## src/hdl/tclp_pkg.sv

```systemverilog
// Shared types and constants for the text command line parser.
// Used by the classifier, the item queue, the executor and the top level.
`default_nettype none
package tclp_pkg;

  localparam int ID_WIDTH_DEF = 32;
  localparam int QDEPTH       = 2;
  localparam int QPTR_W       = (QDEPTH > 1) ? $clog2(QDEPTH) : 1;
  localparam int QCNT_W       = $clog2(QDEPTH + 1);

  localparam int CHAR_W       = 8;
  localparam int CMD_ID_W     = 32;
  localparam int SUB_ID_W     = 8;
  localparam int KIND_W       = 3;
  localparam int VALUE_W      = 32;
  localparam int OUT_FIELDS_W = CMD_ID_W + 1 + SUB_ID_W + KIND_W + VALUE_W;
  localparam int OUT_TDATA_W  = ((OUT_FIELDS_W + 7) / 8) * 8;

  localparam logic [CHAR_W-1:0] CHR_NL    = 8'h0A;
  localparam logic [CHAR_W-1:0] CHR_EMPTY = 8'hFF;
  localparam logic [CHAR_W-1:0] CHR_COLON = 8'h3A;
  localparam logic [CHAR_W-1:0] CHR_MINUS = 8'h2D;
  localparam logic [CHAR_W-1:0] CHR_SPACE = 8'h20;
  localparam logic [CHAR_W-1:0] CHR_COMMA = 8'h2C;
  localparam logic [CHAR_W-1:0] CHR_SEMI  = 8'h3B;
  localparam logic [CHAR_W-1:0] CHR_SLASH = 8'h2F;
  localparam logic [CHAR_W-1:0] CHR_ZERO  = 8'h30;
  localparam logic [CHAR_W-1:0] CHR_NINE  = 8'h39;
  localparam logic [CHAR_W-1:0] CHR_CASE  = 8'h20;
  localparam logic [CHAR_W-1:0] CHR_LC_T  = 8'h74;
  localparam logic [CHAR_W-1:0] CHR_LC_M  = 8'h6D;
  localparam logic [CHAR_W-1:0] CHR_LC_P  = 8'h70;
  localparam logic [CHAR_W-1:0] CHR_LC_D  = 8'h64;
  localparam logic [CHAR_W-1:0] CHR_LC_I  = 8'h69;
  localparam logic [CHAR_W-1:0] CHR_LC_C  = 8'h63;

  localparam logic [KIND_W-1:0] KIND_TOGGLE    = 3'd0;
  localparam logic [KIND_W-1:0] KIND_MOVE      = 3'd1;
  localparam logic [KIND_W-1:0] KIND_MOVEPOS   = 3'd2;
  localparam logic [KIND_W-1:0] KIND_MOVEPOSID = 3'd3;
  localparam logic [KIND_W-1:0] KIND_MOVEPOSIX = 3'd4;
  localparam logic [KIND_W-1:0] KIND_CONFIG    = 3'd5;
  localparam logic [KIND_W-1:0] KIND_NONE      = 3'd7;

  localparam logic [SUB_ID_W-1:0] SUB_ABSENT = 8'hFF;

  typedef enum logic [2:0] {
    CH_OTHER,
    CH_NL,
    CH_EMPTY,
    CH_COLON,
    CH_SEP,
    CH_DIGIT,
    CH_MINUS,
    CH_LETTER
  } char_cls_t;

  typedef struct packed {
    char_cls_t         cls;
    logic [3:0]        digit;
    logic [KIND_W-1:0] kind;
  } tclp_item_t;

  typedef struct packed {
    logic full;
    logic empty;
  } tclp_qstat_t;

endpackage
`default_nettype wire

```

## src/hdl/tclp_front.sv

```systemverilog
// Character classifier: turns one input byte into a class and its payload.
// Depends on tclp_pkg.
`default_nettype none
module tclp_front (
  input  wire logic [tclp_pkg::CHAR_W-1:0] char_in,
  output tclp_pkg::tclp_item_t             item
);
  import tclp_pkg::*;

  logic [CHAR_W-1:0] lower;

  always_comb begin
    lower      = char_in | CHR_CASE;
    item.digit = 4'(char_in - CHR_ZERO);
    if (lower == CHR_LC_T) item.kind = KIND_TOGGLE;
    else if (lower == CHR_LC_M) item.kind = KIND_MOVE;
    else if (lower == CHR_LC_P) item.kind = KIND_MOVEPOS;
    else if (lower == CHR_LC_D) item.kind = KIND_MOVEPOSID;
    else if (lower == CHR_LC_I) item.kind = KIND_MOVEPOSIX;
    else if (lower == CHR_LC_C) item.kind = KIND_CONFIG;
    else item.kind = KIND_NONE;

    if (char_in == CHR_NL) item.cls = CH_NL;
    else if (char_in == CHR_EMPTY) item.cls = CH_EMPTY;
    else if (char_in == CHR_COLON) item.cls = CH_COLON;
    else if (char_in == CHR_SPACE || char_in == CHR_COMMA ||
             char_in == CHR_SEMI || char_in == CHR_SLASH) item.cls = CH_SEP;
    else if (char_in >= CHR_ZERO && char_in <= CHR_NINE) item.cls = CH_DIGIT;
    else if (char_in == CHR_MINUS) item.cls = CH_MINUS;
    else if (item.kind != KIND_NONE) item.cls = CH_LETTER;
    else item.cls = CH_OTHER;
  end

endmodule
`default_nettype wire

```

## src/hdl/tclp_queue.sv

```systemverilog
// Short register queue of classified characters between classifier and executor.
// Depends on tclp_pkg.
`default_nettype none
module tclp_queue (
  input  wire logic                 clk,
  input  wire logic                 rst_n,
  input  wire logic                 push,
  input  wire tclp_pkg::tclp_item_t push_item,
  input  wire logic                 pop,
  output tclp_pkg::tclp_item_t      head_item,
  output tclp_pkg::tclp_qstat_t     stat
);
  import tclp_pkg::*;

  tclp_item_t        mem_r [QDEPTH];
  logic [QPTR_W-1:0] wr_ptr_r, wr_ptr_nxt;
  logic [QPTR_W-1:0] rd_ptr_r, rd_ptr_nxt;
  logic [QCNT_W-1:0] count_r, count_nxt;
  logic              do_push, do_pop;

  assign stat.full  = (count_r == QCNT_W'(QDEPTH));
  assign stat.empty = (count_r == '0);
  assign do_push    = push && !stat.full;
  assign do_pop     = pop && !stat.empty;
  assign head_item  = mem_r[rd_ptr_r];

  always_comb begin
    wr_ptr_nxt = wr_ptr_r;
    rd_ptr_nxt = rd_ptr_r;
    count_nxt  = count_r;
    if (do_push) begin
      wr_ptr_nxt = (wr_ptr_r == QPTR_W'(QDEPTH - 1)) ? '0 : wr_ptr_r + 1'b1;
    end
    if (do_pop) begin
      rd_ptr_nxt = (rd_ptr_r == QPTR_W'(QDEPTH - 1)) ? '0 : rd_ptr_r + 1'b1;
    end
    if (do_push && !do_pop) count_nxt = count_r + 1'b1;
    else if (do_pop && !do_push) count_nxt = count_r - 1'b1;
  end

  always_ff @(posedge clk) begin
    if (!rst_n) begin
      wr_ptr_r <= '0;
      rd_ptr_r <= '0;
      count_r  <= '0;
    end else begin
      wr_ptr_r <= wr_ptr_nxt;
      rd_ptr_r <= rd_ptr_nxt;
      count_r  <= count_nxt;
    end
  end

  always_ff @(posedge clk) begin
    if (do_push) mem_r[wr_ptr_r] <= push_item;
  end

endmodule
`default_nettype wire

```

## src/hdl/tclp_back.sv

```systemverilog
// Executor: parser state machine, decimal accumulators and the result register.
// Depends on tclp_pkg.
`default_nettype none
module tclp_back #(
  parameter int ID_WIDTH = tclp_pkg::ID_WIDTH_DEF
) (
  input  wire logic                             clk,
  input  wire logic                             rst_n,
  input  wire tclp_pkg::tclp_item_t             head_item,
  input  wire tclp_pkg::tclp_qstat_t            qstat,
  output logic                                  pop,
  output logic                                  out_valid,
  input  wire logic                             out_ready,
  output logic [tclp_pkg::CMD_ID_W-1:0]         command_id,
  output logic                                  sub_id_present,
  output logic [tclp_pkg::SUB_ID_W-1:0]         sub_id,
  output logic [tclp_pkg::KIND_W-1:0]           event_kind,
  output logic [tclp_pkg::VALUE_W-1:0]          event_value
);
  import tclp_pkg::*;

  typedef enum logic [2:0] {
    PH_ID,
    PH_ID2,
    PH_TYPE,
    PH_DATA,
    PH_END
  } phase_t;

  phase_t              phase_r, phase_nxt;
  logic [ID_WIDTH-1:0] id_r, id_nxt;
  logic [SUB_ID_W-1:0] sub_r, sub_nxt;
  logic [KIND_W-1:0]   kind_r, kind_nxt;
  logic [VALUE_W-1:0]  val_r, val_nxt;
  logic                neg_r, neg_nxt;

  logic                out_valid_r, out_valid_nxt;
  logic [CMD_ID_W-1:0] cmd_id_r;
  logic                sub_pres_r;
  logic [SUB_ID_W-1:0] sub_id_r;
  logic [KIND_W-1:0]   kind_out_r;
  logic [VALUE_W-1:0]  value_out_r;

  logic                out_free, is_nl, id_ok, emit;
  logic [63:0]         id_ext;
  logic [SUB_ID_W-1:0] sub_base;

  assign out_free = !out_valid_r || out_ready;
  assign is_nl    = (head_item.cls == CH_NL);
  assign pop      = !qstat.empty && (!is_nl || out_free);
  assign id_ok    = (id_r != '0) && (id_r != '1);
  assign emit     = pop && is_nl && id_ok;
  assign id_ext   = 64'(id_r);
  assign sub_base = (sub_r == SUB_ABSENT) ? '0 : SUB_ID_W'({sub_r, 3'b000} + {sub_r, 1'b0});

  always_comb begin
    phase_nxt     = phase_r;
    id_nxt        = id_r;
    sub_nxt       = sub_r;
    kind_nxt      = kind_r;
    val_nxt       = val_r;
    neg_nxt       = neg_r;
    out_valid_nxt = out_ready ? 1'b0 : out_valid_r;
    if (emit) out_valid_nxt = 1'b1;
    if (pop) begin
      case (head_item.cls)
        CH_NL: begin
          phase_nxt = PH_ID;
          id_nxt    = '0;
          sub_nxt   = SUB_ABSENT;
          kind_nxt  = KIND_NONE;
          val_nxt   = '0;
          neg_nxt   = 1'b0;
        end
        CH_COLON: begin
          if (phase_r == PH_ID) phase_nxt = PH_ID2;
        end
        CH_SEP: begin
          if (phase_r == PH_ID || phase_r == PH_ID2) begin
            phase_nxt = PH_TYPE;
          end else if (phase_r == PH_TYPE) begin
            phase_nxt = PH_DATA;
            val_nxt   = '0;
          end else if (phase_r == PH_DATA) begin
            phase_nxt = PH_END;
          end
        end
        CH_DIGIT: begin
          if (phase_r == PH_ID) begin
            id_nxt  = (id_r << 3) + (id_r << 1) + ID_WIDTH'(head_item.digit);
            val_nxt = '0;
          end else if (phase_r == PH_ID2) begin
            sub_nxt = sub_base + SUB_ID_W'(head_item.digit);
          end else if (phase_r == PH_DATA) begin
            val_nxt = (val_r << 3) + (val_r << 1) + VALUE_W'(head_item.digit);
          end
        end
        CH_MINUS: begin
          if (phase_r == PH_DATA) neg_nxt = 1'b1;
        end
        CH_LETTER: begin
          if (phase_r == PH_TYPE && kind_r == KIND_NONE) kind_nxt = head_item.kind;
        end
        default: begin
        end
      endcase
    end
  end

  always_ff @(posedge clk) begin
    if (!rst_n) begin
      phase_r     <= PH_ID;
      id_r        <= '0;
      sub_r       <= SUB_ABSENT;
      kind_r      <= KIND_NONE;
      val_r       <= '0;
      neg_r       <= 1'b0;
      out_valid_r <= 1'b0;
    end else begin
      phase_r     <= phase_nxt;
      id_r        <= id_nxt;
      sub_r       <= sub_nxt;
      kind_r      <= kind_nxt;
      val_r       <= val_nxt;
      neg_r       <= neg_nxt;
      out_valid_r <= out_valid_nxt;
    end
    if (emit) begin
      cmd_id_r    <= id_ext[CMD_ID_W-1:0];
      sub_pres_r  <= (sub_r != SUB_ABSENT);
      sub_id_r    <= sub_r;
      kind_out_r  <= (kind_r == KIND_NONE) ? KIND_MOVEPOSID : kind_r;
      value_out_r <= neg_r ? (VALUE_W'(0) - val_r) : val_r;
    end
  end

  assign out_valid      = out_valid_r;
  assign command_id     = cmd_id_r;
  assign sub_id_present = sub_pres_r;
  assign sub_id         = sub_id_r;
  assign event_kind     = kind_out_r;
  assign event_value    = value_out_r;

endmodule
`default_nettype wire

```

## src/hdl/text_command_line_parser.sv

```systemverilog
// Top level of the text command line parser: classifier, queue and executor.
// Depends on tclp_pkg, tclp_front, tclp_queue and tclp_back.
//
// Feed one ASCII byte per word on the in_ stream; lines look like
// "id[:id2] type value" and end in a newline. Space, comma, semicolon and
// slash step through the phases, 0xFF bytes are dropped, a '-' in the value
// phase negates the value, and one letter t/m/p/d/i/c (either case) picks the
// event kind (move position id when no letter is given). On each newline with
// an identifier that is neither zero nor all ones, one result word leaves on
// the out_ stream; the parser then returns to its start state either way.
// The block takes one byte every clock cycle, sustained, unless a newline
// waits on a stalled output. The cycle is set by the executor's
// multiply-by-ten-and-add on the ID_WIDTH-bit identifier accumulator. A
// two-entry queue parts classifier and executor, and a result register parts
// the executor from the output, so only a newline waits on a stalled output;
// other bytes keep flowing while a result is held.
`default_nettype none
module text_command_line_parser #(
  parameter int ID_WIDTH = tclp_pkg::ID_WIDTH_DEF
) (
  input  wire logic                              clk,
  input  wire logic                              rst_n,
  input  wire logic                              in_tvalid,
  output logic                                   in_tready,
  // [7:0] char_in
  input  wire logic [tclp_pkg::CHAR_W-1:0]       in_tdata,
  output logic                                   out_tvalid,
  input  wire logic                              out_tready,
  // [31:0] command_id, [32] sub_id_present, [40:33] sub_id,
  // [43:41] event_kind, [75:44] event_value, [79:76] zero
  output logic [tclp_pkg::OUT_TDATA_W-1:0]       out_tdata
);
  import tclp_pkg::*;

  tclp_item_t          cls_item;
  tclp_item_t          head_item;
  tclp_qstat_t         qstat;
  logic                pop;
  logic [CMD_ID_W-1:0] command_id;
  logic                sub_id_present;
  logic [SUB_ID_W-1:0] sub_id;
  logic [KIND_W-1:0]   event_kind;
  logic [VALUE_W-1:0]  event_value;

  // Classify the incoming byte.
  tclp_front u_front (
    .char_in (in_tdata),
    .item    (cls_item)
  );

  // Hold classified bytes until the executor takes them.
  tclp_queue u_queue (
    .clk       (clk),
    .rst_n     (rst_n),
    .push      (in_tvalid),
    .push_item (cls_item),
    .pop       (pop),
    .head_item (head_item),
    .stat      (qstat)
  );

  assign in_tready = !qstat.full;

  // Advance the parser and register results.
  tclp_back #(
    .ID_WIDTH (ID_WIDTH)
  ) u_back (
    .clk            (clk),
    .rst_n          (rst_n),
    .head_item      (head_item),
    .qstat          (qstat),
    .pop            (pop),
    .out_valid      (out_tvalid),
    .out_ready      (out_tready),
    .command_id     (command_id),
    .sub_id_present (sub_id_present),
    .sub_id         (sub_id),
    .event_kind     (event_kind),
    .event_value    (event_value)
  );

  // Pack result fields from the lowest bit up; pad with zeros.
  assign out_tdata = OUT_TDATA_W'({event_value, event_kind, sub_id, sub_id_present,
                                   command_id});

  // Queue can never be full and empty at once.
  a_queue_stat: assert property (@(posedge clk) disable iff (!rst_n)
    !(qstat.full && qstat.empty))
    else $error("queue reports full and empty together");

  // A newline leaves the queue only when the result register can take it.
  a_nl_pop: assert property (@(posedge clk) disable iff (!rst_n)
    (pop && head_item.cls == CH_NL) |-> (!out_tvalid || out_tready))
    else $error("newline popped while result register is blocked");

  // Emitted kinds are always a defined event kind.
  a_kind_range: assert property (@(posedge clk) disable iff (!rst_n)
    out_tvalid |-> (event_kind <= KIND_CONFIG))
    else $error("result carries an undefined event kind");

  // Reset leaves no result pending.
  a_reset_idle: assert property (@(posedge clk)
    !rst_n |=> !out_tvalid)
    else $error("result valid right after reset");

endmodule
`default_nettype wire

```

## config.mk

```make
export PLATFORM = sky130hd
export DESIGN_NAME = text_command_line_parser
export DESIGN_NICKNAME = d
export VERILOG_FILES = /design/src/hdl/tclp_pkg.sv /design/src/hdl/tclp_front.sv /design/src/hdl/tclp_queue.sv /design/src/hdl/tclp_back.sv /design/src/hdl/text_command_line_parser.sv
export SDC_FILE = /design/constraint.sdc
export NUM_CORES = 1
export LEC_CHECK = 0
export BUFFER_PORTS_ARGS = -buffer_cell sky130_fd_sc_hd__buf_2
export CAP_MARGIN = 20
export CORE_ASPECT_RATIO = 0.9
export CORE_UTILIZATION = 50
export DETAILED_ROUTE_END_ITERATION = 8
export GPL_TIMING_DRIVEN = 1
export PLACE_DENSITY = 0.75
export SLEW_MARGIN = 15
export SYNTH_ARGS = -nofsm -noshare
export SYNTH_HDL_FRONTEND = slang
export SYNTH_SLANG_ARGS = --single-unit
```

## constraint.sdc

```tcl
create_clock -name clk -period 8.1 [get_ports clk]
set_clock_uncertainty 0.15 [all_clocks]
set_input_delay 1.62 -clock clk [delete_from_list [all_inputs] [get_ports clk]]
set_output_delay 1.62 -clock clk [all_outputs]
set_load 0.02 [all_outputs]
```

# After elaboration in Yosys (flattened, before gate mapping)
# Memories as Yosys holds them, arrays and structs flattened. A register that Yosys moved wholly into a read port is not among the register bits.
# Cells that the tools add are included.
# totals
word_cells,153
ram_bits,20
memories,1
reg_bits,160
in_bits,12
output_inout_bits,82
# mem_list
name,depth,width,rd,rd_clocked_by_memory_dff,write_ports,line,text
u_queue.mem_r,2,10,1,1,1,tclp_queue.sv:15,tclp_item_t mem_r [QDEPTH];
# classes
mux,45
n_addsub,12
n_eq_ne,40
order_cmp,2
n_reduce_logical,38
# op_table
cell,n
32-bit 2-to-1 mux,7
32-bit case mux with 3 select lines,1
32-bit adder,2
32-bit by 4-bit adder with 32-bit output,2
32-bit case mux with 2 select lines,1
3-bit 2-to-1 mux,17
"8-bit by 6-bit == test with 1-bit output, second input constant",6
"7-bit by 6-bit == test with 1-bit output, second input constant",6
"32-bit != test, second input constant",1
32-bit nonzero test,1
"1-bit by 32-bit subtractor with 32-bit output, first input constant",1
8-bit 2-to-1 mux,3
"8-bit == test, second input constant",2
8-bit case mux with 2 select lines,1
"3-bit == test, second input constant",5
"2-bit by 1-bit != test with 1-bit output, second input constant",6
1-bit logical AND,10
2-bit nonzero test,5
"3-bit by 2-bit == test with 1-bit output, second input constant",3
1-bit 2-to-1 mux,9
3-bit case mux with 3 select lines,1
3-bit AND reduction,3
8-bit by 4-bit adder with 8-bit output,1
8-bit adder,1
other kinds (25),42

# Depth between registers and ports, before layout
# Gate-level depths: netlist (run 1).
# logic_depth
depth_word,15
ltp_mapped,17
mapped_depth_nobuf,15

# By module
# From an unflattened synthesis (run 1), not the netlist that was laid out.
# unflattened
hier_cells,1178
area_unflattened_um2,11582.4
# modules_own_cells
module,cells_per_inst,instances,area_per_inst_um2
tclp_back,1060,1,10206.0
tclp_queue,57,1,945.9
tclp_front,54,1,385.4
text_command_line_parser,7,1,45.0

# Least setup slack after synthesis (run 1)
# No wires, ideal clock.
# synth_path
kind,in2reg
start,in out_tready
end,"reg u_back.cmd_id_r[0] (netlist: u_back.command_id[0]), enable pin"
path_stages,4
arrival_ns,7.565
t_required_ns,7.324
slack_ns,-0.241
setup_time_ns,0.626
path_cell_list,nor2b_1 > nor2_1 > nand2_1 > a211oi_1
# synth_between
elab_chain_len,5
# synth_rtl
element,line,text
"start, declared",text_command_line_parser.sv:28,"input wire logic out_tready,"
1-bit logical OR,tclp_back.sv:48,assign out_free = !out_valid_r || out_ready;
1-bit logical OR,tclp_back.sv:50,assign pop = !qstat.empty && (!is_nl || out_free);
1-bit logical AND,tclp_back.sv:50,
1-bit logical AND (2 in series),tclp_back.sv:52,assign emit = pop && is_nl && id_ok;
named net u_back.emit,tclp_back.sv:44,"logic out_free, is_nl, id_ok, emit;"
"end signal, assigned",tclp_back.sv:129,cmd_id_r <= id_ext[CMD_ID_W-1:0];
"end, declared",tclp_back.sv:38,logic [CMD_ID_W-1:0] cmd_id_r;
# The timed path passes the listed nets, and every way through them passes these cells.
# A chain may end at the register's enable or synchronous reset.

==> summary.md, run 1 <==
| Metric | Value |
|---|---|
| Result of the run | `finished, final reports clean` |
| Setup Fix Bufs, Post-CTS | `0` |
| Comb pwr share | `15.3%` |
| Final setup violation count | `0` |
| Internal cell power | `1500 µW` |
| Proportion of power drawn by the clock network | `36.1%` |
| H-tree level count | `4` |
| 1st-pass router iterations | `6` |
| Final cycle utilization of the critical path | `54.2%` |
| Maximum capacitance violations | `0` |
| Actual transition at the worst max-transition pin | `1.06 ns` |
| NetSw | `612 µW` |
| Violation count after the first detailed-routing iteration | `494` |
| CTS buffer count | `17` |
| Slowest stage delay, CP | `0.80 ns` |
| Overflow left after global routing | `0` |
| Area inside the core boundary | `21,800 µm²` |
| Cts hold-fix bufs | `0` |
| Final routed wire length divided by cell count | `16.0 µm` |
| First-pass GRT wire length | `39.7 mm` |
| Leakage power total | `0.00567 µW` |
| Top Family by Delay on Critical Path | `compound AO/OA/AOI/OAI gates` |
| CP startpoint kind | `flip-flop` |
| Area of the die | `22,900 µm²` |
| GRT Resource Usage Total | `21.5%` |
| Instance count of the mapped netlist | `1,128` |
| Worst IR Drop VDD | `0.137 mV` |
| Count of flip-flops with a built-in enable after synthesis | `96` |
| Initial cell density of the core | `51.2%` |
| RSZ-0062 raised after global routing | `no` |
| Die Ht | `144 µm` |
| Vias after detailed routing | `8,728` |
| Routed via count divided by cell count | `5.81` |
| Worst hold margin | `0.322 ns` |
| Achievable clock frequency | `228 MHz` |
| Post-layout util | `56.9%` |
| Post-synth ARST share | `0%` |
| Number of buffer and inverter instances along the worst setup path | `0` |
| Most frequent cells in the layout | `ha_1 (125), nand2_1 (101), edfxtp_1 (96)` |
| Post-synthesis sequential area ratio | `41.1%` |
| Clock net sink count | `181` |
| Share of final-layout standard cells stronger than drive strength 1 | `12.0%` |
| Clock buffer depth | `2` |
| Number of standard cells in the final layout excluding fillers | `1,503` |
| Clock input transition at the sequential cells of the worst setup and hold paths | `0.07 ns` |
| Relative slew margins | `28.6%` |
| Crit Path Category | `reg -> reg` |
| Count of cell types in the netlist | `66` |
| Number of core rows | `51` |
| CP Data Required Time | `8.27 ns` |
| DRC Markers | `0` |
| Minimum clock period | `4.39 ns` |
| Pwr Density | `170 nW/µm²` |
| Clock tree root driver cell | `clkbuf_16` |
| Number of global-route vias before repair | `8,150` |
| Summed instance area of the synthesized netlist | `11,100 µm²` |
| Net Sw Frac | `29.0%` |
| DP Cell Count | `1,471` |
| Synth-to-Final Area Change | `11.1%` |
| Horizontal extent of the die | `159 µm` |
| Net count of the finished layout | `1,342` |
| Number of antenna repair diodes | `0` |
| Clock insertion delay at the later pin of the skew report | `0.44 ns` |
| Synthesized flop and latch total | `181` |
| Pin count of the biggest net entering global routing | `59` |
| CTS resizes | `0` |
| Slowest-stage cell, CP | `dfxtp_1` |
| Total half-perimeter wirelength after legalization and detailed placement | `17.5 mm` |
| Maximum fanout encountered on the critical timing path | `16` |
| Syn avg cell area | `9.88 µm²` |
| Most frequent standard cell in the layout excluding fill and tap cells | `ha_1` |
| Number of antenna violations at the first check in global routing | `0` |
| Crit-path cells | `mux2i_1, fa_1, fa_1, nor2b_1, o21a_1, o21ai_1, o21ai_1, o22ai_1, o31ai_1, nand3_1, mux2i_1, nand3_1` |
| Wire length after detailed routing | `24.1 mm` |
| Category of the worst setup path capture point | `flip-flop` |
| Synth warn | `0` |
| Hold/Removal Path Class | `reg -> reg` |
| Final weighted congestion in routability-driven placement | `0.909` |
| CTS tree | `built` |
| Register share of total power | `48.6%` |
| I/O pin count | `94` |
| Count of input and output buffers | `89` |
| Routed Antenna Nets | `0` |
| Pins Over Slew Limit | `0` |
| Count of final hold-check violations | `0` |
| Critical path data arrival time | `4.56 ns` |
| Synth Flop Type | `edfxtp_1` |
| Post-Route Setup TNS | `0 ns` |
final timing paths:
path | start | end | slack, ns | cells past startpoint
setup / recovery | flip-flop | u_back.id_r[30] | 3.71 | 12
hold / removal | u_back.val_r[31] | u_back.val_r[31] | 0.32 | 2
setup reg to reg | flip-flop | u_back.id_r[30] | 3.71 | 12
hold reg to reg | u_back.val_r[31] | u_back.val_r[31] | 0.32 | 2
metal layers:
layer / vias up / global-route usage, % / part of all wire, %
met1: 4122 / 29.7 / 48
met5: - / 0 / 0
li1: 4339 / - / -
met4: 0 / 5.36 / 0.90
met3: 20 / 3.95 / 5.3
met2: 247 / 34.9 / 45
flip-flops by register name, summed over array words and instances, names as in the netlist, 3 cells and up, named ones only:
register	flops
u_back.command_id	32
u_back.kind_r	3
u_back.sub_id	8
u_back.phase_r	3
u_back.id_r	32
u_back.sub_r	8
u_back.event_value	32
u_back.event_kind	3
u_queue.mem_r	20
u_back.val_r	32
cells by family (layout without fill, tap and decap cells):
kind of cell	Yosys count	count (layout)	synth area share, %
AND/OR/NAND/NOR	331	331	14.5
flip-flops	181	181	41.1
XOR/XNOR	98	98	7.70
buffers and inverters	73	154	2.65
other	1	4	0.0336
AO/OA/AOI/OAI	299	299	17.5
multiplexers	14	14	1.29
adder cells (fa/ha/maj)	131	131	15.1
tightest hold or removal path, cell delays in order (launching register included):
cell and delay (ns):
dfxtp_1 0.33, nand2_1 0.05, o21ai_1 0.05
stage by stage:
step	cell area, µm²	setup WS (ns)	total power [µW]
floorplan	11200	2.42	1280
detailed placement	11800	3.75	1370
CTS	12400	3.71	2120
finish	12400	3.71	2110
global placement	11800	3.82	1350
global route	12400	3.39	2200
power by group through the flow:
stage	clock network, µW	registers (µW)	logic, µW
final	762	1030	322
after global placement	0	1040	309
after floorplan	0	1030	253
after CTS	771	1030	322
after detailed placement	0	1050	320
after global routing	812	1030	360
layout make-up:
cell class | count | area, µm²
Fill cell | 1896 | 9380
Multi-Input combinational cell | 877 | 6300
Sequential cell | 181 | 4580
Timing Repair Buffer | 95 | 494
Clock buffer | 20 | 437
Tap cell | 291 | 364
Inverter | 27 | 101
Clock inverter | 12 | 98.8
cells in the mapped netlist (all sizes together), types with 9 or more instances:
cell    number  area share (%)
a211oi      10            0.67
a21o        30             2.0
a21oi       67             3.0
a22o         9            0.71
a22oi       22             1.5
a31oi        9            0.51
and3        13            0.73
clkbuf      38             1.3
dfxtp       85              15
edfxtp      96              26
ha         125              14
inv         27            0.91
mux2i       11            0.99
nand2      101             3.4
nand2b      15            0.84
nand3       19            0.90
nand4       25             1.4
nor2        89             3.0
nor2b       11            0.62
nor3        10            0.45
nor4        18             1.2
o211ai      11            0.74
o21ai       75             3.4
o31ai       14             1.0
o41ai       10            0.85
or4          9            0.74
xnor2       66             5.2
xor2        32             2.5
Power figures use the tool's default switching activity.
==> run 2: changes to the inputs <==
- clock period: 8.1 -> 3.6 ns (I/O delays scaled with it)
==> run 2 against run 1 <==
  * Clock power rose by 150%
  * Largest power group unchanged
  * Critical path type unchanged
  * Critical path depth up 4
  * Critical endpoint is now u_back.id_r[28]
  * Power is 140% higher
  * Worst setup slack got worse by 3.6 ns
  * Register-to-register slack lost 3.6 ns
  * Combinational power grew to 2.6 times the previous value
  * Final cell count increased by 1.9%
  * Die area stayed put
  * Global-route usage grew 0.059 points
  * Fmax rose by 27%
  * Largest cell class unchanged
==> summary.md, run 2 (synthesis gave the netlist of run 1 again) <==
| Metric | Value |
|---|---|
| Result of the run | `finished, final reports clean` |
| Clock input transition at the sequential cells of the worst setup and hold paths | `0.07 ns (about the same)` |
| Area of the die | `22,900 µm² (unchanged)` |
| Routed via count divided by cell count | `5.80 (about the same)` |
| Pwr Density | `393 nW/µm² (+130%)` |
| Die Ht | `144 µm (unchanged)` |
| Most frequent cells in the layout | `ha_1 (125), nand2_1 (101), edfxtp_1 (96)` |
| NetSw | `1380 µW (+130%)` |
| Actual transition at the worst max-transition pin | `0.873 ns (-0.188 ns)` |
| Final design instance area without fill | `12,700 µm² (+2.7%)` |
| Final routed wire length divided by cell count | `15.8 µm (-1.4%)` |
| H-tree level count | `4 (unchanged)` |
| Share of final-layout standard cells stronger than drive strength 1 | `15.1% (+3.2 points)` |
| Smallest setup slack after layout | `0.151 ns (-3.56 ns)` |
| Leakage power total | `0.00585 µW (+3.2%)` |
| Total met3 wirelength after detailed routing | `1.19 mm (-6.3%)` |
| First-pass GRT wire length | `40.0 mm (+0.90%)` |
| Achievable clock frequency | `290 MHz (+27%)` |
| Overflow left after global routing | `0 (unchanged)` |
| Filler cells | `1,838 (-3.1%)` |
| Met1 Routed Length | `11.8 mm (+1.0%)` |
| Total half-perimeter wirelength after legalization and detailed placement | `17.6 mm (+0.22%)` |
| I/O pin count | `94 (unchanged)` |
| Worst hold margin | `0.315 ns (-0.00638 ns)` |
| Synth-to-Final Area Change | `14.1%` |
| CP Data Required Time | `3.76 ns (-4.51 ns)` |
| Clock buffer depth | `2 (unchanged)` |
| Number of antenna violations at the first check in global routing | `0 (unchanged)` |
| 1st-pass router iterations | `5 (-1)` |
| Final weighted congestion in routability-driven placement | `0.905 (-0.44%)` |
| Count of input and output buffers | `89 (unchanged)` |
| Relative slew margins | `41.8% (+13 points)` |
| Clock insertion delay at the later pin of the skew report | `0.44 ns (about the same)` |
| Number of core rows | `51 (unchanged)` |
| Proportion of power drawn by the clock network | `37.8% (+1.7 points)` |
| Final setup violation count | `0 (unchanged)` |
| Minimum clock period | `3.45 ns (-0.944 ns)` |
| CTS tree | `built` |
| Number of antenna repair diodes | `0 (unchanged)` |
| Pins Over Slew Limit | `0 (unchanged)` |
| Net count of the finished layout | `1,371 (+2.2%)` |
| Worst IR Drop VDD | `0.246 mV (+80%)` |
| Most frequent standard cell in the layout excluding fill and tap cells | `ha_1` |
| Horizontal extent of the die | `159 µm (unchanged)` |
| Setup Slack @ Placement | `-0.00503 ns (-3.75 ns)` |
| Critical path data arrival time | `3.61 ns (-0.95 ns)` |
| Hold/Removal Path Class | `reg -> reg` |
| Area inside the core boundary | `21,800 µm² (unchanged)` |
| Category of the worst setup path capture point | `flip-flop` |
| Post-Route Setup TNS | `0 ns (unchanged)` |
| Cts hold-fix bufs | `0 (unchanged)` |
| Routed Antenna Nets | `0 (unchanged)` |
| Maximum fanout encountered on the critical timing path | `4 (-12)` |
| Uppermost signal routing layer after detailed routing | `met4` |
| Maximum capacitance violations | `0 (unchanged)` |
| Wire length after detailed routing | `24.2 mm (+0.51%)` |
| Count of final hold-check violations | `0 (unchanged)` |
| Register share of total power | `45.7% (-2.9 points)` |
| Net Sw Frac | `27.6% (-1.4 points)` |
| Pin count of the biggest net entering global routing | `49 (-17%)` |
| Crit Path Category | `reg -> reg` |
| Number of global-route vias before repair | `8,224 (+0.91%)` |
| CTS buffer count | `17 (unchanged)` |
| Comb pwr share | `16.5% (+1.2 points)` |
| Vias after detailed routing | `8,889 (+1.8%)` |
| Final cycle utilization of the critical path | `95.8% (+42 points)` |
| DRC Markers | `0 (unchanged)` |
| Placed cell area | `12,100 µm² (+1.8%)` |
| Violation count after the first detailed-routing iteration | `639 (+29%)` |
| Post-layout util | `58.4% (+1.5 points)` |
| CP startpoint kind | `flip-flop` |
| Clock net sink count | `181 (unchanged)` |
| Initial cell density of the core | `51.2% (unchanged)` |
| Routed wire length on met2 | `10.8 mm (-1.1%)` |
| GRT Resource Usage Total | `21.6% (+0.059 points)` |
| Clock tree root driver cell | `clkbuf_16` |
| Internal cell power | `3620 µW (+140%)` |
## run 2: area by class of cell
cell class,count,area [µm²],share of cell area (%)
well taps,291,364,2.86
clock buffers,18,429,3.38
flip-flops and latches,181,4590,36.1
multi-input cells,877,6360,50.0
inverters,27,101,0.797
clock inverters,14,160,1.26
repair buffers,124,708,5.57
## run 2: power groups by stage
stage | combinational (µW) | sequential, µW | clock [µW]
after global placement | 802 | 2330 | 0
after global routing | 905 | 2290 | 1990
after floorplan | 592 | 2320 | 0
after detailed placement | 815 | 2330 | 0
after CTS | 823 | 2290 | 1920
final | 825 | 2290 | 1890
## run 2: final timing paths
path                                  startpoint               end  slack, ns  cells after the start
worst min register to register  u_back.val_r[31]  u_back.val_r[31]       0.32                      2
worst max register to register         flip-flop   u_back.id_r[28]       0.15                     16
worst min-delay path            u_back.val_r[31]  u_back.val_r[31]       0.32                      2
worst max-delay path                   flip-flop   u_back.id_r[28]       0.15                     16
## run 2: worst max-delay path, stage by stage (launching register included)
cell,delay [ns]
dfxtp_2,0.38
mux2i_2,0.24
inv_1,0.11
ha_1,0.29
ha_1,0.16
inv_1,0.06
fa_1,0.37
nor2b_1,0.16
o21a_1,0.16
o21ai_1,0.09
o21ai_1,0.17
o22a_1,0.18
a311oi_1,0.11
buf_4,0.16
o41ai_2,0.30
xnor2_1,0.16
o21ai_1,0.07
## run 2: what timing repair did
item | in CTS | in global routing
endpoints found under the setup margin | 2 | 10
pin swaps | 3 | 10
setup buffers | 1 | 1
gates resized for setup | 2 | 8
endpoints found under the hold margin | 0 | 0
## run 2: per-stage QoR
stage          power [µW]  cells
2_1_floorplan        2910   1131
3_3_place_gp         3130   1498
3_5_place_dp         3140   1498
4_1_cts              5030   1531
5_1_grt              5190   1532
6_report             5000   1532
## run 2: layer usage
layer,vias up,global-route usage [%]
met5,-,0
met4,0,6.78
met3,34,3.00
met2,260,34.9
met1,4184,30.0
li1,4411,-
==> run 3: changes to the inputs <==
- REMOVE_ABC_BUFFERS: default -> 1
==> run 3 against run 2 <==
  * Combinational power is 2% higher
  * First-iteration DRC count down 7.5%
  * Count of clock-buffer cells in the layout is the same
  * Fmax is 1.9% lower
  * Via count up 0.44%
  * Design area increased by 0.62%
  * Global-route usage is 0.23 points higher
  * Die area is the same
  * Register-to-register slack worse by 0.07 ns
  * Critical path depth decreased by 2
  * Sequential power about the same
  * Worst setup slack worse by 0.067 ns
  * Critical endpoint is now u_back.val_r[24]
==> summary.md, run 3 (synthesis gave the netlist of run 1 again) <==
| Metric | Value |
|---|---|
| Result of the run | `finished, final reports clean` |
| 1st-pass router iterations | `7 (+2)` |
| Category of the worst setup path capture point | `flip-flop` |
| CTS tree | `built` |
| Final cycle utilization of the critical path | `97.7% (+1.9 points)` |
| Number of core rows | `51 (unchanged)` |
| CP startpoint kind | `flip-flop` |
| Hold/Removal Path Class | `reg -> reg` |
| CP Data Required Time | `3.76 ns (about the same)` |
| Number of antenna repair diodes | `0 (unchanged)` |
| Overflow left after global routing | `0 (unchanged)` |
| Pin count of the biggest net entering global routing | `48 (-2.0%)` |
| Share of final-layout standard cells stronger than drive strength 1 | `15.8% (+0.66 points)` |
| Routed Antenna Nets | `0 (unchanged)` |
| Number of global-route vias before repair | `8,305 (+0.98%)` |
| Pwr Density | `395 nW/µm² (+0.53%)` |
| Net count of the finished layout | `1,370 (-0.073%)` |
| Worst IR Drop VDD | `0.250 mV (+1.3%)` |
| Vias after detailed routing | `8,928 (+0.44%)` |
| Number of antenna violations at the first check in global routing | `0 (unchanged)` |
| Register share of total power | `45.3% (-0.4 points)` |
| Achievable clock frequency | `284 MHz (-1.9%)` |
| Area inside the core boundary | `21,800 µm² (unchanged)` |
| Minimum clock period | `3.52 ns (+0.0675 ns)` |
| Horizontal extent of the die | `159 µm (unchanged)` |
| Count of input and output buffers | `89 (unchanged)` |
| Comb pwr share | `16.6% (about the same)` |
| Clock insertion delay at the later pin of the skew report | `0.44 ns (about the same)` |
| I/O pin count | `94 (unchanged)` |
| CTS buffer count | `17 (unchanged)` |
| GRT Resource Usage Total | `21.8% (+0.23 points)` |
| Most frequent cells in the layout | `ha_1 (122), nand2_1 (101), edfxtp_1 (96)` |
| RSZ-0062 raised after global routing | `yes` |
| Maximum fanout encountered on the critical timing path | `4 (unchanged)` |
| Post-Route Setup TNS | `0 ns (unchanged)` |
| Initial cell density of the core | `51.2% (unchanged)` |
| First-pass GRT wire length | `40.4 mm (+1.0%)` |
| Proportion of power drawn by the clock network | `38.1% (+0.3 points)` |
| Cts hold-fix bufs | `0 (unchanged)` |
| Violation count after the first detailed-routing iteration | `591 (-7.5%)` |
| Clock input transition at the sequential cells of the worst setup and hold paths | `0.07 ns (about the same)` |
| DRC Markers | `0 (unchanged)` |
| Actual transition at the worst max-transition pin | `0.887 ns (+0.0136 ns)` |
| Most frequent standard cell in the layout excluding fill and tap cells | `ha_1` |
| Clock buffer depth | `2 (unchanged)` |
| Relative slew margins | `40.7% (-1.1 points)` |
| Final setup violation count | `0 (unchanged)` |
| Crit Path Category | `reg -> reg` |
| Filler cells | `1,826 (-0.65%)` |
| Leakage power total | `0.00586 µW (+0.20%)` |
| Worst hold margin | `0.323 ns (+0.00753 ns)` |
| Clock net sink count | `181 (unchanged)` |
| Net Sw Frac | `27.9% (+0.31 points)` |
| Routed via count divided by cell count | `5.83 (+0.50%)` |
| Clock tree root driver cell | `clkbuf_16` |
| Synth-to-Final Area Change | `14.8%` |
| H-tree level count | `4 (unchanged)` |
| Count of final hold-check violations | `0 (unchanged)` |
| Wire length after detailed routing | `24.7 mm (+1.9%)` |
| Internal cell power | `3650 µW (+0.72%)` |
| Maximum capacitance violations | `0 (unchanged)` |
| NetSw | `1410 µW (+2.3%)` |
| Final routed wire length divided by cell count | `16.1 µm (+2.0%)` |
| Critical path data arrival time | `3.68 ns (+0.07 ns)` |
| Pins Over Slew Limit | `0 (unchanged)` |
| Final weighted congestion in routability-driven placement | `0.925 (+2.2%)` |
| Die Ht | `144 µm (unchanged)` |
| Area of the die | `22,900 µm² (unchanged)` |
| Total half-perimeter wirelength after legalization and detailed placement | `17.7 mm (+0.89%)` |
[run 3: cell count changes in the layout (fill, tap and decap cells not counted), sizes merged]
cell	change
buf	-1
inv	+4
clkinv	-4
[run 3: metal layers]
metal / up-vias / global-route usage [%] / share of wire, %
met1: 4268 / 29.5 / 47
met2: 217 / 36.3 / 47
met4: 0 / 6.93 / 1.5
met3: 29 / 3.00 / 4.5
met5: - / 0 / 0
li1: 4414 / - / -
[run 3: metrics by stage]
stage / instance area, µm² / cells / worst slack, ns / utilization (%) / total power (µW)
detailed placement: 12000 / 1495 / -0.110 / 55.2 / 3130
global placement: 12000 / 1495 / 0.0515 / 55.2 / 3110
finish: 12800 / 1531 / 0.0840 / 58.8 / 5060
CTS: 12600 / 1527 / -0.000334 / 58.1 / 5070
floorplan: 11000 / 1085 / -4.13 / - / 2850
global route: 12800 / 1531 / -0.0631 / 58.8 / 5250
[run 3: final cells by class]
cell class	instances	area (µm²)	area share (%)
flip-flops and latches	181	4590	35.9
inverters	27	101	0.792
multi-input cells	877	6430	50.3
repair buffers	123	701	5.48
clock buffers	18	429	3.36
well taps	291	364	2.85
clock inverters	14	174	1.36
[run 3: repair_timing]
action / 4_1_cts / 5_1_grt
resized for setup: 5 / 21
setup buffers: 0 / 4
pin swaps: 2 / 9
gates cloned: 0 / 0
setup endpoints to repair: 7 / 14
[run 3: path summary, 6_finish.rpt]
path / from / endpoint / slack (ns) / depth (start not counted)
max reg2reg: flip-flop / u_back.val_r[24] / 0.08 / 14
min reg2reg: u_back.val_r[31] / u_back.val_r[31] / 0.32 / 2
max: flip-flop / u_back.val_r[24] / 0.08 / 14
min: u_back.val_r[31] / u_back.val_r[31] / 0.32 / 2
[run 3: critical path, cell delays in order, from the launching register on]
cell and delay [ns]:
dfxtp_4 0.37, mux2i_2 0.17, buf_4 0.15, fa_1 0.47, inv_1 0.06, fa_2 0.36, a211oi_2 0.25, o21bai_2 0.11
o211ai_1 0.31, a32oi_2 0.20, a31oi_2 0.24, o21bai_1 0.09, a21oi_1 0.19, xor2_1 0.18, o21ai_1 0.08
[run 3: power by group through the flow]
stage          clock network [µW]  logic (µW)  registers, µW
4_1_cts                      1970         818           2280
5_1_grt                      2030         923           2300
3_5_place_dp                    0         805           2330
3_3_place_gp                    0         787           2320
2_1_floorplan                   0         509           2340
6_report                     1930         838           2290
